**config.mk**
```make
export PLATFORM = sky130hd
export DESIGN_NAME = bbss_ctrl
export DESIGN_NICKNAME = d
export VERILOG_FILES = /design/src/sv/bbss_pkg.sv /design/src/sv/bbss_ctrl.sv
export VERILOG_INCLUDE_DIRS = /design/src /design/src/sv
export SDC_FILE = /design/constraint.sdc
export NUM_CORES = 1
export LEC_CHECK = 0
export ABC_CLOCK_PERIOD_IN_PS = 1000
export BUFFER_PORTS_ARGS = -buffer_cell sky130_fd_sc_hd__buf_2
export CAP_MARGIN = 20
export CORE_AREA = 2 2 39 41
export CTS_CLUSTER_DIAMETER = 200
export CTS_CLUSTER_SIZE = 28
export DETAILED_ROUTE_END_ITERATION = 8
export DIE_AREA = 0 0 41 43
export GPL_TIMING_DRIVEN = 0
export HOLD_SLACK_MARGIN = 0.05
export PLACE_DENSITY = 0.63
export REMOVE_ABC_BUFFERS = 1
export SYNTH_ARGS = -nofsm -noshare
export SYNTH_HDL_FRONTEND = slang
export SYNTH_SLANG_ARGS = --single-unit
```
**constraint.sdc**
```tcl
create_clock -name clk_i -period 1 [get_ports clk_i]
set_input_delay 0.15 -clock clk_i [delete_from_list [all_inputs] [get_ports clk_i]]
set_output_delay 0.15 -clock clk_i [all_outputs]
set_load 0.02 [all_outputs]
```
**src/sv/best_bridge_state_select_core_assert.svh**
```systemverilog
// assertion macros used by the bridge state select controller
`ifndef BEST_BRIDGE_STATE_SELECT_CORE_ASSERT_SVH
`define BEST_BRIDGE_STATE_SELECT_CORE_ASSERT_SVH

// property checked at every rising edge outside of reset
`define BBSS_ASSERT(name, clk, rst_n, prop) \
  name: assert property (@(posedge clk) disable iff (!rst_n) (prop)) \
    else $error("bbss assertion failed");

// condition that must never hold outside of reset
`define BBSS_ASSERT_NEVER(name, clk, rst_n, cond) \
  `BBSS_ASSERT(name, clk, rst_n, !(cond))

`endif

```
**src/sv/bbss_pkg.sv**
```systemverilog
`timescale 1ns / 1ps

package bbss_pkg;

  // fixed field widths
  localparam int STATE_W   = 5;
  localparam int PROB_W    = 16;
  localparam int SCORE_W   = 32;
  localparam int OUTCOME_W = 3;

  // parameter defaults
  localparam int NUM_STATES_DEF  = 32;
  localparam int MAX_ENTRIES_DEF = 8;
  localparam int WEIGHT_BITS_DEF = 16;

  // function codes
  localparam logic FUNC_APPEND = 1'b0;
  localparam logic FUNC_QUERY  = 1'b1;

  // outcome codes
  localparam logic [OUTCOME_W-1:0] OUT_CHOSEN   = 3'd0;
  localparam logic [OUTCOME_W-1:0] OUT_FALLBACK = 3'd1;
  localparam logic [OUTCOME_W-1:0] OUT_ORIGIN   = 3'd2;
  localparam logic [OUTCOME_W-1:0] OUT_APPENDED = 3'd3;
  localparam logic [OUTCOME_W-1:0] OUT_FULL     = 3'd4;

  // input transaction
  typedef struct packed {
    logic               func;
    logic [STATE_W-1:0] from_state;
    logic [STATE_W-1:0] to_state;
    logic [PROB_W-1:0]  probability;
  } in_item_t;

  // result transaction
  typedef struct packed {
    logic [STATE_W-1:0]   chosen_state;
    logic [OUTCOME_W-1:0] outcome;
    logic [SCORE_W-1:0]   best_score;
  } out_item_t;

  // controller to datapath commands
  typedef struct packed {
    logic                 load;       // latch the input item
    logic                 wr_entry;   // append entry to origin list
    logic                 start_q;    // begin a query: latch count, clear best
    logic                 rd_en;      // table read
    logic                 rd_inner;   // read from candidate list, else origin list
    logic                 cnt_cand;   // count lookup by read target, else by origin
    logic                 take_cand;  // latch candidate from read data
    logic                 ld_wb;      // latch second weight (hit or zero)
    logic                 mul;        // form score product
    logic                 cmp;        // compare score, advance candidate
    logic                 emit;       // present a result
    logic [OUTCOME_W-1:0] res_code;
  } dp_cmd_t;

  // datapath to controller status
  typedef struct packed {
    logic func;
    logic from_ok;
    logic cnt_zero;
    logic cnt_full;
    logic k_last;
    logic j_end;
    logic hit;
    logic best_zero;
  } dp_sts_t;

endpackage

```
**src/sv/bbss_ctrl.sv**
```systemverilog
`timescale 1ns / 1ps

`include "best_bridge_state_select_core_assert.svh"

module bbss_ctrl (
  input  logic             clk_i,
  input  logic             rst_ni,
  input  logic             start,
  output logic             busy,
  input  bbss_pkg::dp_sts_t sts_i,
  output bbss_pkg::dp_cmd_t cmd_o
);

  localparam logic [2:0] S_IDLE     = 3'd0;
  localparam logic [2:0] S_DECODE   = 3'd1;
  localparam logic [2:0] S_RD_OUT   = 3'd2;
  localparam logic [2:0] S_GET_CAND = 3'd3;
  localparam logic [2:0] S_SCAN     = 3'd4;
  localparam logic [2:0] S_MUL      = 3'd5;
  localparam logic [2:0] S_CMP      = 3'd6;
  localparam logic [2:0] S_FINISH   = 3'd7;

  logic [2:0] state_q, state_d;

  // state register
  always_ff @(posedge clk_i or negedge rst_ni) begin
    if (!rst_ni) begin
      state_q <= S_IDLE;
    end else begin
      state_q <= state_d;
    end
  end

  assign busy = (state_q != S_IDLE);

  // sequencing and commands
  always_comb begin
    state_d = state_q;
    cmd_o   = '0;
    case (state_q)
      S_IDLE: begin
        if (start) begin
          cmd_o.load = 1'b1;
          state_d    = S_DECODE;
        end
      end
      S_DECODE: begin
        if (sts_i.func == bbss_pkg::FUNC_APPEND) begin
          cmd_o.emit = 1'b1;
          if (!sts_i.from_ok || sts_i.cnt_full) begin
            cmd_o.res_code = bbss_pkg::OUT_FULL;
          end else begin
            cmd_o.wr_entry = 1'b1;
            cmd_o.res_code = bbss_pkg::OUT_APPENDED;
          end
          state_d = S_IDLE;
        end else if (!sts_i.from_ok || sts_i.cnt_zero) begin
          cmd_o.emit     = 1'b1;
          cmd_o.res_code = bbss_pkg::OUT_FALLBACK;
          state_d        = S_IDLE;
        end else begin
          cmd_o.start_q = 1'b1;
          state_d       = S_RD_OUT;
        end
      end
      S_RD_OUT: begin
        cmd_o.rd_en = 1'b1;
        state_d     = S_GET_CAND;
      end
      S_GET_CAND: begin
        cmd_o.cnt_cand  = 1'b1;
        cmd_o.take_cand = 1'b1;
        state_d         = S_SCAN;
      end
      S_SCAN: begin
        // one read issued per cycle, previous read checked against the destination
        if (sts_i.hit || sts_i.j_end) begin
          cmd_o.ld_wb = 1'b1;
          state_d     = S_MUL;
        end else begin
          cmd_o.rd_en    = 1'b1;
          cmd_o.rd_inner = 1'b1;
        end
      end
      S_MUL: begin
        cmd_o.mul = 1'b1;
        state_d   = S_CMP;
      end
      S_CMP: begin
        cmd_o.cmp = 1'b1;
        state_d   = sts_i.k_last ? S_FINISH : S_RD_OUT;
      end
      S_FINISH: begin
        cmd_o.emit     = 1'b1;
        cmd_o.res_code = sts_i.best_zero ? bbss_pkg::OUT_ORIGIN : bbss_pkg::OUT_CHOSEN;
        state_d        = S_IDLE;
      end
      default: begin
        state_d = S_IDLE;
      end
    endcase
  end

  `BBSS_ASSERT(a_emit_then_idle, clk_i, rst_ni, cmd_o.emit |=> state_q == S_IDLE)
  `BBSS_ASSERT(a_load_when_idle, clk_i, rst_ni, cmd_o.load |-> state_q == S_IDLE)
  `BBSS_ASSERT(a_mul_then_cmp, clk_i, rst_ni, cmd_o.mul |=> cmd_o.cmp)
  `BBSS_ASSERT_NEVER(a_no_write_full, clk_i, rst_ni,
                     cmd_o.wr_entry && (!sts_i.from_ok || sts_i.cnt_full))

endmodule

```
==> reports/metrics.yaml, run 1 <==
route:
  dr.pass1.iters: 2
  drc: 0
  routedWlPerCell_um: 12.1
  vias_per_cell: 4.45
  drt_wl_total_mm: 1.16
  vias: 427
  drt_iter0_drc: 3
  ant_nets: 0
sta:
  finalClockSkew_ns: 0.000820
  tns_ns: -6.39
  clock.fmax_mhz: 686
  min_period_over_period_pct: 146
  hold_viol_final: 0
  slew_viol_final: 0
  setup_ws_ns: -0.457
  rsz0062_at_grt: "yes"
  min_period_ns: 1.46
  setup_violations: 18
  slew_headroom_pct: 84.3
  worst_pin_slew_ns: 0.236
worst_setup_path:
  critPathMaxStageDelay_ns: 0.44
  crit_required_ns: 0.85
  path_buf_inv: 1
  crit_start: "state_q[1]"
  crit_type: "flip-flop to output port"
  critPathSlowestCell: "dfrtp_2"
  cp_max_fo: 4
  rr_startpoint: "state_q[1]"
  critPathCaptureType: "output port"
  crit_arrival_ns: 1.31
  path_cells: "nand2b_4, nor3_4, o21a_1, buf_6"
  start_kind: "flip-flop"
  cpLargestDelayFamily: "flip-flops"
placed_design:
  gp_congestion: 0.782
  dp_hpwl_um: 649
  place_inst: 81
  io_buffer_count: 25
outcome:
  status: "finished with violations"
  violations: "setup timing"
synth:
  syn_area_um2: 317
  seq_area_frac_synth_pct: 23.7
  syn_avg_cell_area_um2: 7.54
  synth_seq_cells: 3
  yosys_warnings: 0
  yosysUniqueCellTypes: 23
  netlist_instances: 42
cts:
  clock-sinks: 3
  clock_path_buffers: 2
  insertion_delay_ns: 0.24
  cts_inserted_buffers: 3
  clockRootBuffer: "clkbuf_4"
  htreeDepth: 1
  cts_tree: "yes"
  clkSlewWorstSetupHoldPaths_ns: 0.04
pwr:
  worst_ir_drop_vdd_v: 0.00147
  p_leak_nw: 0.349
  pwr_density_cell_mw_per_mm2: 3030
hold_path:
  holdCritPathClass: "input pin to asynchronous set/reset pin"
layout:
  synthToLayoutAreaGrowth_pct: 138
  final_nets: 92
  layout.cells.non_filler: 96
  seqCellArea_um2: 78.8
  reg_top3: "state_q (3)"
  diodes: 0
  largest-register: "state_q"
  fillers: 130
  layout-drive-gt1-share_pct: 76.3
  largest_reg_flops: 3
  multi_input_area_um2: 324
  utilization_pct: 54.5
floorplanning:
  placementRows: 14
  die_y_um: 43
  dieArea_mm2: 0.00176
  initial_core_util_pct: 22.9
  io-pin-count: 26
  die_width_um: 41
  coreArea_mm2: 0.00138
global_routing:
  antenna_found_initial: 0
  first_global_vias: 423
  grt_max_degree: 10
  overflow: 0
  grt_pass1_wl_mm: 1.68
  track_usage_pct: 14.8
job:
  maxCapViolations: 0
metal layers:
metal	vias up	wire [um]	GRT usage (%)
li1	215	-	-
met1	189	455	15.6
met2	21	623	23.4
met3	2	59	3.14
met4	0	23	12.0
met5	-	0	0
stage by stage:
step	hold slack (ns)	total power, W	area (um2)	setup WS [ns]
2_1_floorplan	-0.146	0.000931	304	-0.398
3_3_place_gp	-0.0552	0.00119	449	-0.429
3_5_place_dp	-0.0540	0.00120	449	-0.445
4_1_cts	0.215	0.00197	671	-0.455
5_1_grt	0.240	0.00241	754	-0.503
6_report	0.235	0.00228	754	-0.457
Yosys cell counts (all sizes together):
master | count | area share (%)
nor2b | 2 | 4.0
and2 | 1 | 2.0
o21bai | 1 | 2.4
nor4 | 1 | 2.0
nand2b | 2 | 4.7
nand2 | 5 | 6.7
nor2 | 10 | 12
or2 | 1 | 2.0
buf | 2 | 4.0
a21boi | 1 | 2.4
nor3 | 4 | 11
o22ai | 2 | 4.0
xnor2 | 1 | 2.8
o21a | 1 | 2.4
a2111oi | 1 | 8.7
dfrtp | 3 | 24
inv | 3 | 3.6
a31oi | 1 | 2.0
path summary, 6_finish.rpt:
| check | to | slack, ns | cells after the start |
|---|---|---|---|
| max in group asynchronous | state_q[1] | 0.65 | 2 |
| min in group clk_i | state_q[2] | 0.24 | 3 |
| max | cmd_o[10] | -0.46 | 4 |
| min | state_q[0] | 0.23 | 2 |
| min reg2reg | state_q[1] | 0.68 | 2 |
| max reg2reg | state_q[0] | -0.21 | 4 |
layout make-up:
class | count | area share [%]
Multi-Input combinational cell | 34 | 43.0
Timing Repair Buffer | 36 | 39.0
Sequential cell | 3 | 10.4
Clock buffer | 4 | 3.48
Tap cell | 16 | 2.65
Inverter | 3 | 1.49
report_power, final:
| part | internal, W | switching (W) | total, W |
|---|---|---|---|
| clock network | 0.000151 | 0.0000801 | 0.000231 |
| registers | 0.000195 | 0.000152 | 0.000347 |
| logic | 0.000862 | 0.000843 | 0.00171 |
| total | 0.00121 | 0.00108 | 0.00228 |
kinds of logic after synthesis:
group | count (synthesis) | share of synthesized area (%)
AND/OR/NAND/NOR | 26 | 44.3
XOR/XNOR | 1 | 2.77
AO/OA/AOI/OAI | 7 | 21.7
flip-flops | 3 | 23.7
buffers and inverters | 5 | 7.51
timing repair:
item	in CTS	in global routing
hold buffers	1	0
pin swaps	9	5
resized for setup	34	22
endpoints found under the setup margin	17	18
hold endpoints to repair	3	0
buffers inserted	9	1
worst register-to-register path, cell delays in order, from the launching register on:
cell and delay, ns:
dfrtp_2 0.42, nand2b_4 0.20, nor3_4 0.05, buf_4 0.14, a2111oi_4 0.29
cells in the final DEF (no fill, tap or decap):
| master | n |
|---|---|
| nor3_2 | 3 |
| o21bai_1 | 1 |
| o21a_1 | 1 |
| or2_1 | 1 |
| o22ai_2 | 2 |
| dlygate4sd3_1 | 1 |
| clkbuf_1 | 1 |
| nor2_1 | 5 |
| buf_6 | 13 |
| nor4_4 | 1 |
| nor2b_1 | 1 |
| nor2b_2 | 1 |
| dfrtp_2 | 3 |
| inv_1 | 2 |
| a2111oi_4 | 1 |
| nor3_4 | 1 |
| buf_2 | 11 |
| nand2_4 | 3 |
| nand2b_4 | 1 |
| nand2_1 | 2 |
| a31oi_1 | 1 |
| and2_4 | 1 |
| nor2_4 | 5 |
| xnor2_1 | 1 |
| clkbuf_4 | 3 |
| nand2b_1 | 1 |
| buf_4 | 11 |
| a21boi_0 | 1 |
| inv_2 | 1 |
Power figures use the tool's default switching activity.
==> run 2, diff against run 1 <==
--- a/config.mk
+++ b/config.mk
@@ -18,6 +18,7 @@
 export HOLD_SLACK_MARGIN = 0.05
 export PLACE_DENSITY = 0.63
 export REMOVE_ABC_BUFFERS = 1
+export SKIP_CTS_REPAIR_TIMING = 1
 export SYNTH_ARGS = -nofsm -noshare
 export SYNTH_HDL_FRONTEND = slang
 export SYNTH_SLANG_ARGS = --single-unit
==> run 2 against run 1 <==
Effect of this change:
- clock-buffer cell count did not move
- core utilization fell by 8.8 points
- sequential power fell by 5%
- sequential share of layout area rose by 2.0 points
- maximum frequency rose by 0.18%
- non-clock buffer count fell by 3
- die area did not move
- power fell by 18%
- critical path type unchanged
- the run still ends with setup timing left
- worst setup slack improved by 0.0027 ns
- global-route usage fell by 3.0 points
- wire length fell by 17%
==> reports/metrics.yaml, run 2 (synthesis results as in run 1) <==
outcome:
  status: "finished with violations"
  violations: "setup timing"
global_routing:
  first_global_vias: 337
  track_usage_pct: 11.8
  overflow: 0
  grt_use_met3_pct: 3.14
  met1_usage_pct: 16.2
  met2_usage_pct: 14.4
  antenna_found_initial: 0
  grt_most_used_layer: "met1"
  grt_max_degree: 11
  grt_pass1_wl_mm: 1.37
pwr:
  comb_power_share_pct: 70.5
  p_sw_w: 0.000885
  p_leak_nw: 0.308
  pwr-share-clk_pct: 11.8
  pwr_density_cell_mw_per_mm2: 2960
  p_sw_share_pct: 47.2
  p_seq_share_pct: 17.6
  worst_ir_drop_vdd_v: 0.00142
  p_int_w: 0.000991
sta:
  min_period_ns: 1.45
  setup_violations: 17
  min_period_over_period_pct: 145
  finalClockSkew_ns: 0.00311
  worst_pin_slew_ns: 0.270
  tns_ns: -6.00
  slew_headroom_pct: 81.9
  rsz0062_at_grt: "yes"
  clock.fmax_mhz: 688
  slew_viol_final: 0
  hold_viol_final: 0
  setup_ws_ns: -0.455
placed_design:
  place_inst: 81
  dp_hpwl_um: 649
  gp_congestion: 0.782
  io_buffer_count: 25
floorplanning:
  coreArea_mm2: 0.00138
  initial_core_util_pct: 22.9
  io-pin-count: 26
  die_width_um: 41
  die_y_um: 43
  dieArea_mm2: 0.00176
  placementRows: 14
worst_setup_path:
  ff2ff_setup_slack_ns: -0.26
  path_cells: "nand2b_4, nor3_4, o21a_1, buf_4"
  critPathCaptureType: "output port"
  critPathMaxStageDelay_ns: 0.44
  cp_max_fo: 6
  ff2ff_path_depth: 5
  critPathSlowestCell: "dfrtp_2"
  crit_required_ns: 0.85
  rr_startpoint: "state_q[2]"
  crit_arrival_ns: 1.30
  crit_type: "flip-flop to output port"
  start_kind: "flip-flop"
  crit_end: "cmd_o[10]"
  crit_start: "state_q[1]"
  r2r_end: "state_q[0]"
layout:
  largest-register: "state_q"
  layout.cells.non_filler: 93
  largest_reg_flops: 3
  final_common_cell: "buf_4"
  final_cell_mix: "buf_4 (18), buf_2 (12), nor2_1 (9)"
  reg_top3: "state_q (3)"
  layout-drive-gt1-share_pct: 64.9
  diodes: 0
  synthToLayoutAreaGrowth_pct: 100
  final_nets: 89
route:
  drc: 0
  routedWlPerCell_um: 10.3
  ant_nets: 0
  vias_per_cell: 4.37
  drt_iter0_drc: 0
  drt_wl_total_um: 959
  vias: 406
  dr.pass1.iters: 1
cts:
  clockRootBuffer: "clkbuf_4"
  cts_inserted_buffers: 3
  clkSlewWorstSetupHoldPaths_ns: 0.04
  htreeDepth: 1
  insertion_delay_ns: 0.24
  clock_path_buffers: 2
  cts_tree: "yes"
  clock-sinks: 3
hold_path:
  holdCritPathClass: "input pin to flip-flop"
job:
  maxCapViolations: 0
-- run 2: changes by cell type in the layout (fill, tap and decap cells not counted), sizes merged --
cell / before / now
buf: 35 / 32
-- run 2: cell type report --
type                            instances  area [um2]
Inverter                                3        11.3
Tap cell                               16        20.0
Timing Repair Buffer                   33         228
Clock buffer                            4        26.3
Sequential cell                         3        78.8
Multi-Input combinational cell         34         269
Fill cell                             133         751
-- run 2: worst max-delay path: cells and delay by family, from the launching register on --
kind,cells,cell delay (ns)
AOI/OAI and AO/OA,1,0.14
and+or+nand+nor,2,0.36
DFF,1,0.44
buffers and inverters,1,0.13
-- run 2: power by group through the flow --
stage               Combinational, W  Clock (W)  Sequential, W
floorplan                   0.000648          0       0.000284
global placement            0.000877          0       0.000315
detailed placement          0.000882          0       0.000318
CTS                         0.000884   0.000226       0.000316
global route                 0.00142   0.000237       0.000336
finish                       0.00132   0.000222       0.000331
-- run 2: layer usage --
layer  part of all wire, %  wire (um)
met1                    48        457
met2                    44        419
met3                   6.9         66
met4                   1.7         16
met5                     0          0
-- run 2: worst min-delay path by stage --
stage / depth (start not counted) / to / startpoint
2_1_floorplan: 0 / state_q[0] / rst_ni
3_3_place_gp: 1 / state_q[0] / rst_ni
3_5_place_dp: 1 / state_q[2] / rst_ni
4_1_cts: 1 / state_q[2] / rst_ni
5_1_grt: 3 / state_q[1] / sts_i[5]
6_report: 3 / state_q[1] / sts_i[5]
-- run 2: stage by stage --
step	hold WS [ns]	setup slack [ns]	instance area (um2)	power, W	util [%]
finish	0.219	-0.455	633	0.00188	45.8
CTS	-0.306	-0.708	475	0.00143	34.4
global placement	-0.0552	-0.429	449	0.00119	32.5
global route	0.221	-0.516	633	0.00200	45.8
detailed placement	-0.0540	-0.445	449	0.00120	32.5
floorplan	-0.146	-0.398	304	0.000931	-
==> run 3, diff against run 2 <==
==> constraint.sdc (replaced) <==
create_clock -name clk_i -period 1 [get_ports clk_i]
set_input_delay 0.15 -clock clk_i [delete_from_list [all_inputs] [get_ports clk_i]]
set_output_delay 0.15 -clock clk_i [all_outputs]
set_load 0.05 [all_outputs]
==> run 3 against run 2 <==
Effect of this change:
- the flow still finishes with violations (setup timing)
- power up 28%
- final cell count shrank 2.2%
- maximum frequency fell by 3.2%
- core utilization increased by 3.1 points
- clock-buffer cell count is the same
- flip-flop and latch count unchanged
- die area did not move
- critical path depth stayed put
- via count up 0.74%
- hold slack better by 0.00097 ns
- register-to-register slack improved by 0.06 ns
- critical path type unchanged
- largest cell class unchanged
- largest power group unchanged
==> reports/metrics.yaml, run 3 (synthesis results as in run 1) <==
worst_setup_path:
  crit_arrival_ns: 1.35
  ff2ff_setup_slack_ns: -0.20
  r2r_end: "state_q[0]"
  path_buf_inv: 1
  path_cells: "nor2_4, nand2_4, o22ai_2, buf_6"
  cp_num_cells: 4
  start_kind: "flip-flop"
  cpLargestDelayFamily: "flip-flops"
  crit_type: "flip-flop to output port"
  crit_required_ns: 0.85
  crit_start: "state_q[2]"
  rr_startpoint: "state_q[2]"
  critPathSlowestCell: "dfrtp_2"
  crit_end: "cmd_o[1]"
  cp_max_fo: 6
  critPathMaxStageDelay_ns: 0.44
  ff2ff_path_depth: 4
  critPathCaptureType: "output port"
layout:
  largest-register: "state_q"
  largest_reg_flops: 3
  reg_top3: "state_q (3)"
  final_cell_area_um2: 676
  synthToLayoutAreaGrowth_pct: 113
  layout-drive-gt1-share_pct: 68.0
  final_cell_mix: "buf_6 (11), buf_2 (10), buf_4 (9)"
  diodes: 0
  final_nets: 87
  utilization_pct: 48.8
  final_common_cell: "buf_6"
  fillers: 125
sta:
  rsz0062_at_grt: "yes"
  worst_pin_slew_ns: 0.339
  setup_ws_ns: -0.503
  slew_viol_final: 0
  slew_headroom_pct: 77.4
  min_period_ns: 1.50
  finalClockSkew_ns: 0.00221
  setup_violations: 17
  tns_ns: -6.67
  clock.fmax_mhz: 665
  min_period_over_period_pct: 150
  hold_viol_final: 0
global_routing:
  overflow: 0
  first_global_vias: 337
  grt_most_used_layer: "met1"
  antenna_found_initial: 0
  met2_usage_pct: 14.4
  grt_pass1_wl_mm: 1.37
  grt_use_met3_pct: 3.14
  grt_max_degree: 11
  track_usage_pct: 11.8
  met1_usage_pct: 16.2
route:
  dr.pass1.iters: 2
  drt_wl_total_mm: 1.01
  drc: 0
  vias: 409
  vias_per_cell: 4.49
  routedWlPerCell_um: 11.1
  ant_nets: 0
  drt_iter0_drc: 2
job:
  maxCapViolations: 0
outcome:
  violations: "setup timing"
  status: "finished with violations"
floorplanning:
  coreArea_mm2: 0.00138
  initial_core_util_pct: 22.9
  die_width_um: 41
  io-pin-count: 26
  die_y_um: 43
  dieArea_mm2: 0.00176
  placementRows: 14
cts:
  cts_inserted_buffers: 3
  htreeDepth: 1
  clkSlewWorstSetupHoldPaths_ns: 0.04
  clock-sinks: 3
  clockRootBuffer: "clkbuf_4"
  insertion_delay_ns: 0.24
  clock_path_buffers: 2
  cts_tree: "yes"
hold_path:
  hold_depth: 3
  holdCritPathClass: "input pin to flip-flop"
pwr:
  worst_ir_drop_vdd_v: 0.00187
  pwr_density_cell_mw_per_mm2: 3550
  p_leak_nw: 0.310
placed_design:
  gp_congestion: 0.782
  dpl_cell_area_um2: 449
  dp_hpwl_um: 649
  dp_worst_setup_slack_ns: -0.544
  io_buffer_count: 25
-- run 3: cell types whose count changed in the layout (fill, tap and decap cells not counted), sizes merged --
cell / change
buf: -2
-- run 3: layer usage --
metal	share of wire [%]	wire length, um
met2	47	475
met4	1.6	16
met1	45	455
met3	6.5	66
met5	0	0
-- run 3: area by class of cell --
type,count,area (um2),share of cell area [%]
multi-input cells,34,288,42.6
inverters,3,11.3,1.67
flip-flops and latches,3,78.8,11.7
clock buffers,4,26.3,3.89
well taps,16,20.0,2.96
repair buffers,31,251,37.2
-- run 3: worst min-delay path by stage --
stage / from / end / slack (ns)
after CTS: rst_ni / state_q[2] / -0.31
after detailed placement: rst_ni / state_q[2] / -0.05
after global placement: rst_ni / state_q[0] / -0.06
after global routing: sts_i[5] / state_q[1] / 0.22
final: sts_i[5] / state_q[1] / 0.22
after floorplan: rst_ni / state_q[0] / -0.15
-- run 3: worst reg2reg max path, delay by kind of cell (launching register included) --
| family | cells | cell delay, ns |
|---|---|---|
| and+or+nand+nor | 2 | 0.26 |
| buffers and inverters | 1 | 0.14 |
| DFF | 1 | 0.44 |
| AOI/OAI and AO/OA | 1 | 0.25 |
-- run 3: stage by stage --
| stage | cells | hold slack (ns) | power, W |
|---|---|---|---|
| after global placement | 81 | -0.0552 | 0.00159 |
| after CTS | 85 | -0.306 | 0.00182 |
| after detailed placement | 81 | -0.0540 | 0.00159 |
| after floorplan | 40 | -0.146 | 0.00132 |
| final | 91 | 0.220 | 0.00240 |
| after global routing | 91 | 0.221 | 0.00252 |
-- run 3: report_power, final --
group          switching, W  internal, W  leakage, nW  total [W]
logic               0.00114     0.000721        0.261    0.00186
registers          0.000118     0.000195       0.0335   0.000313
clock network     0.0000722     0.000150       0.0150   0.000222
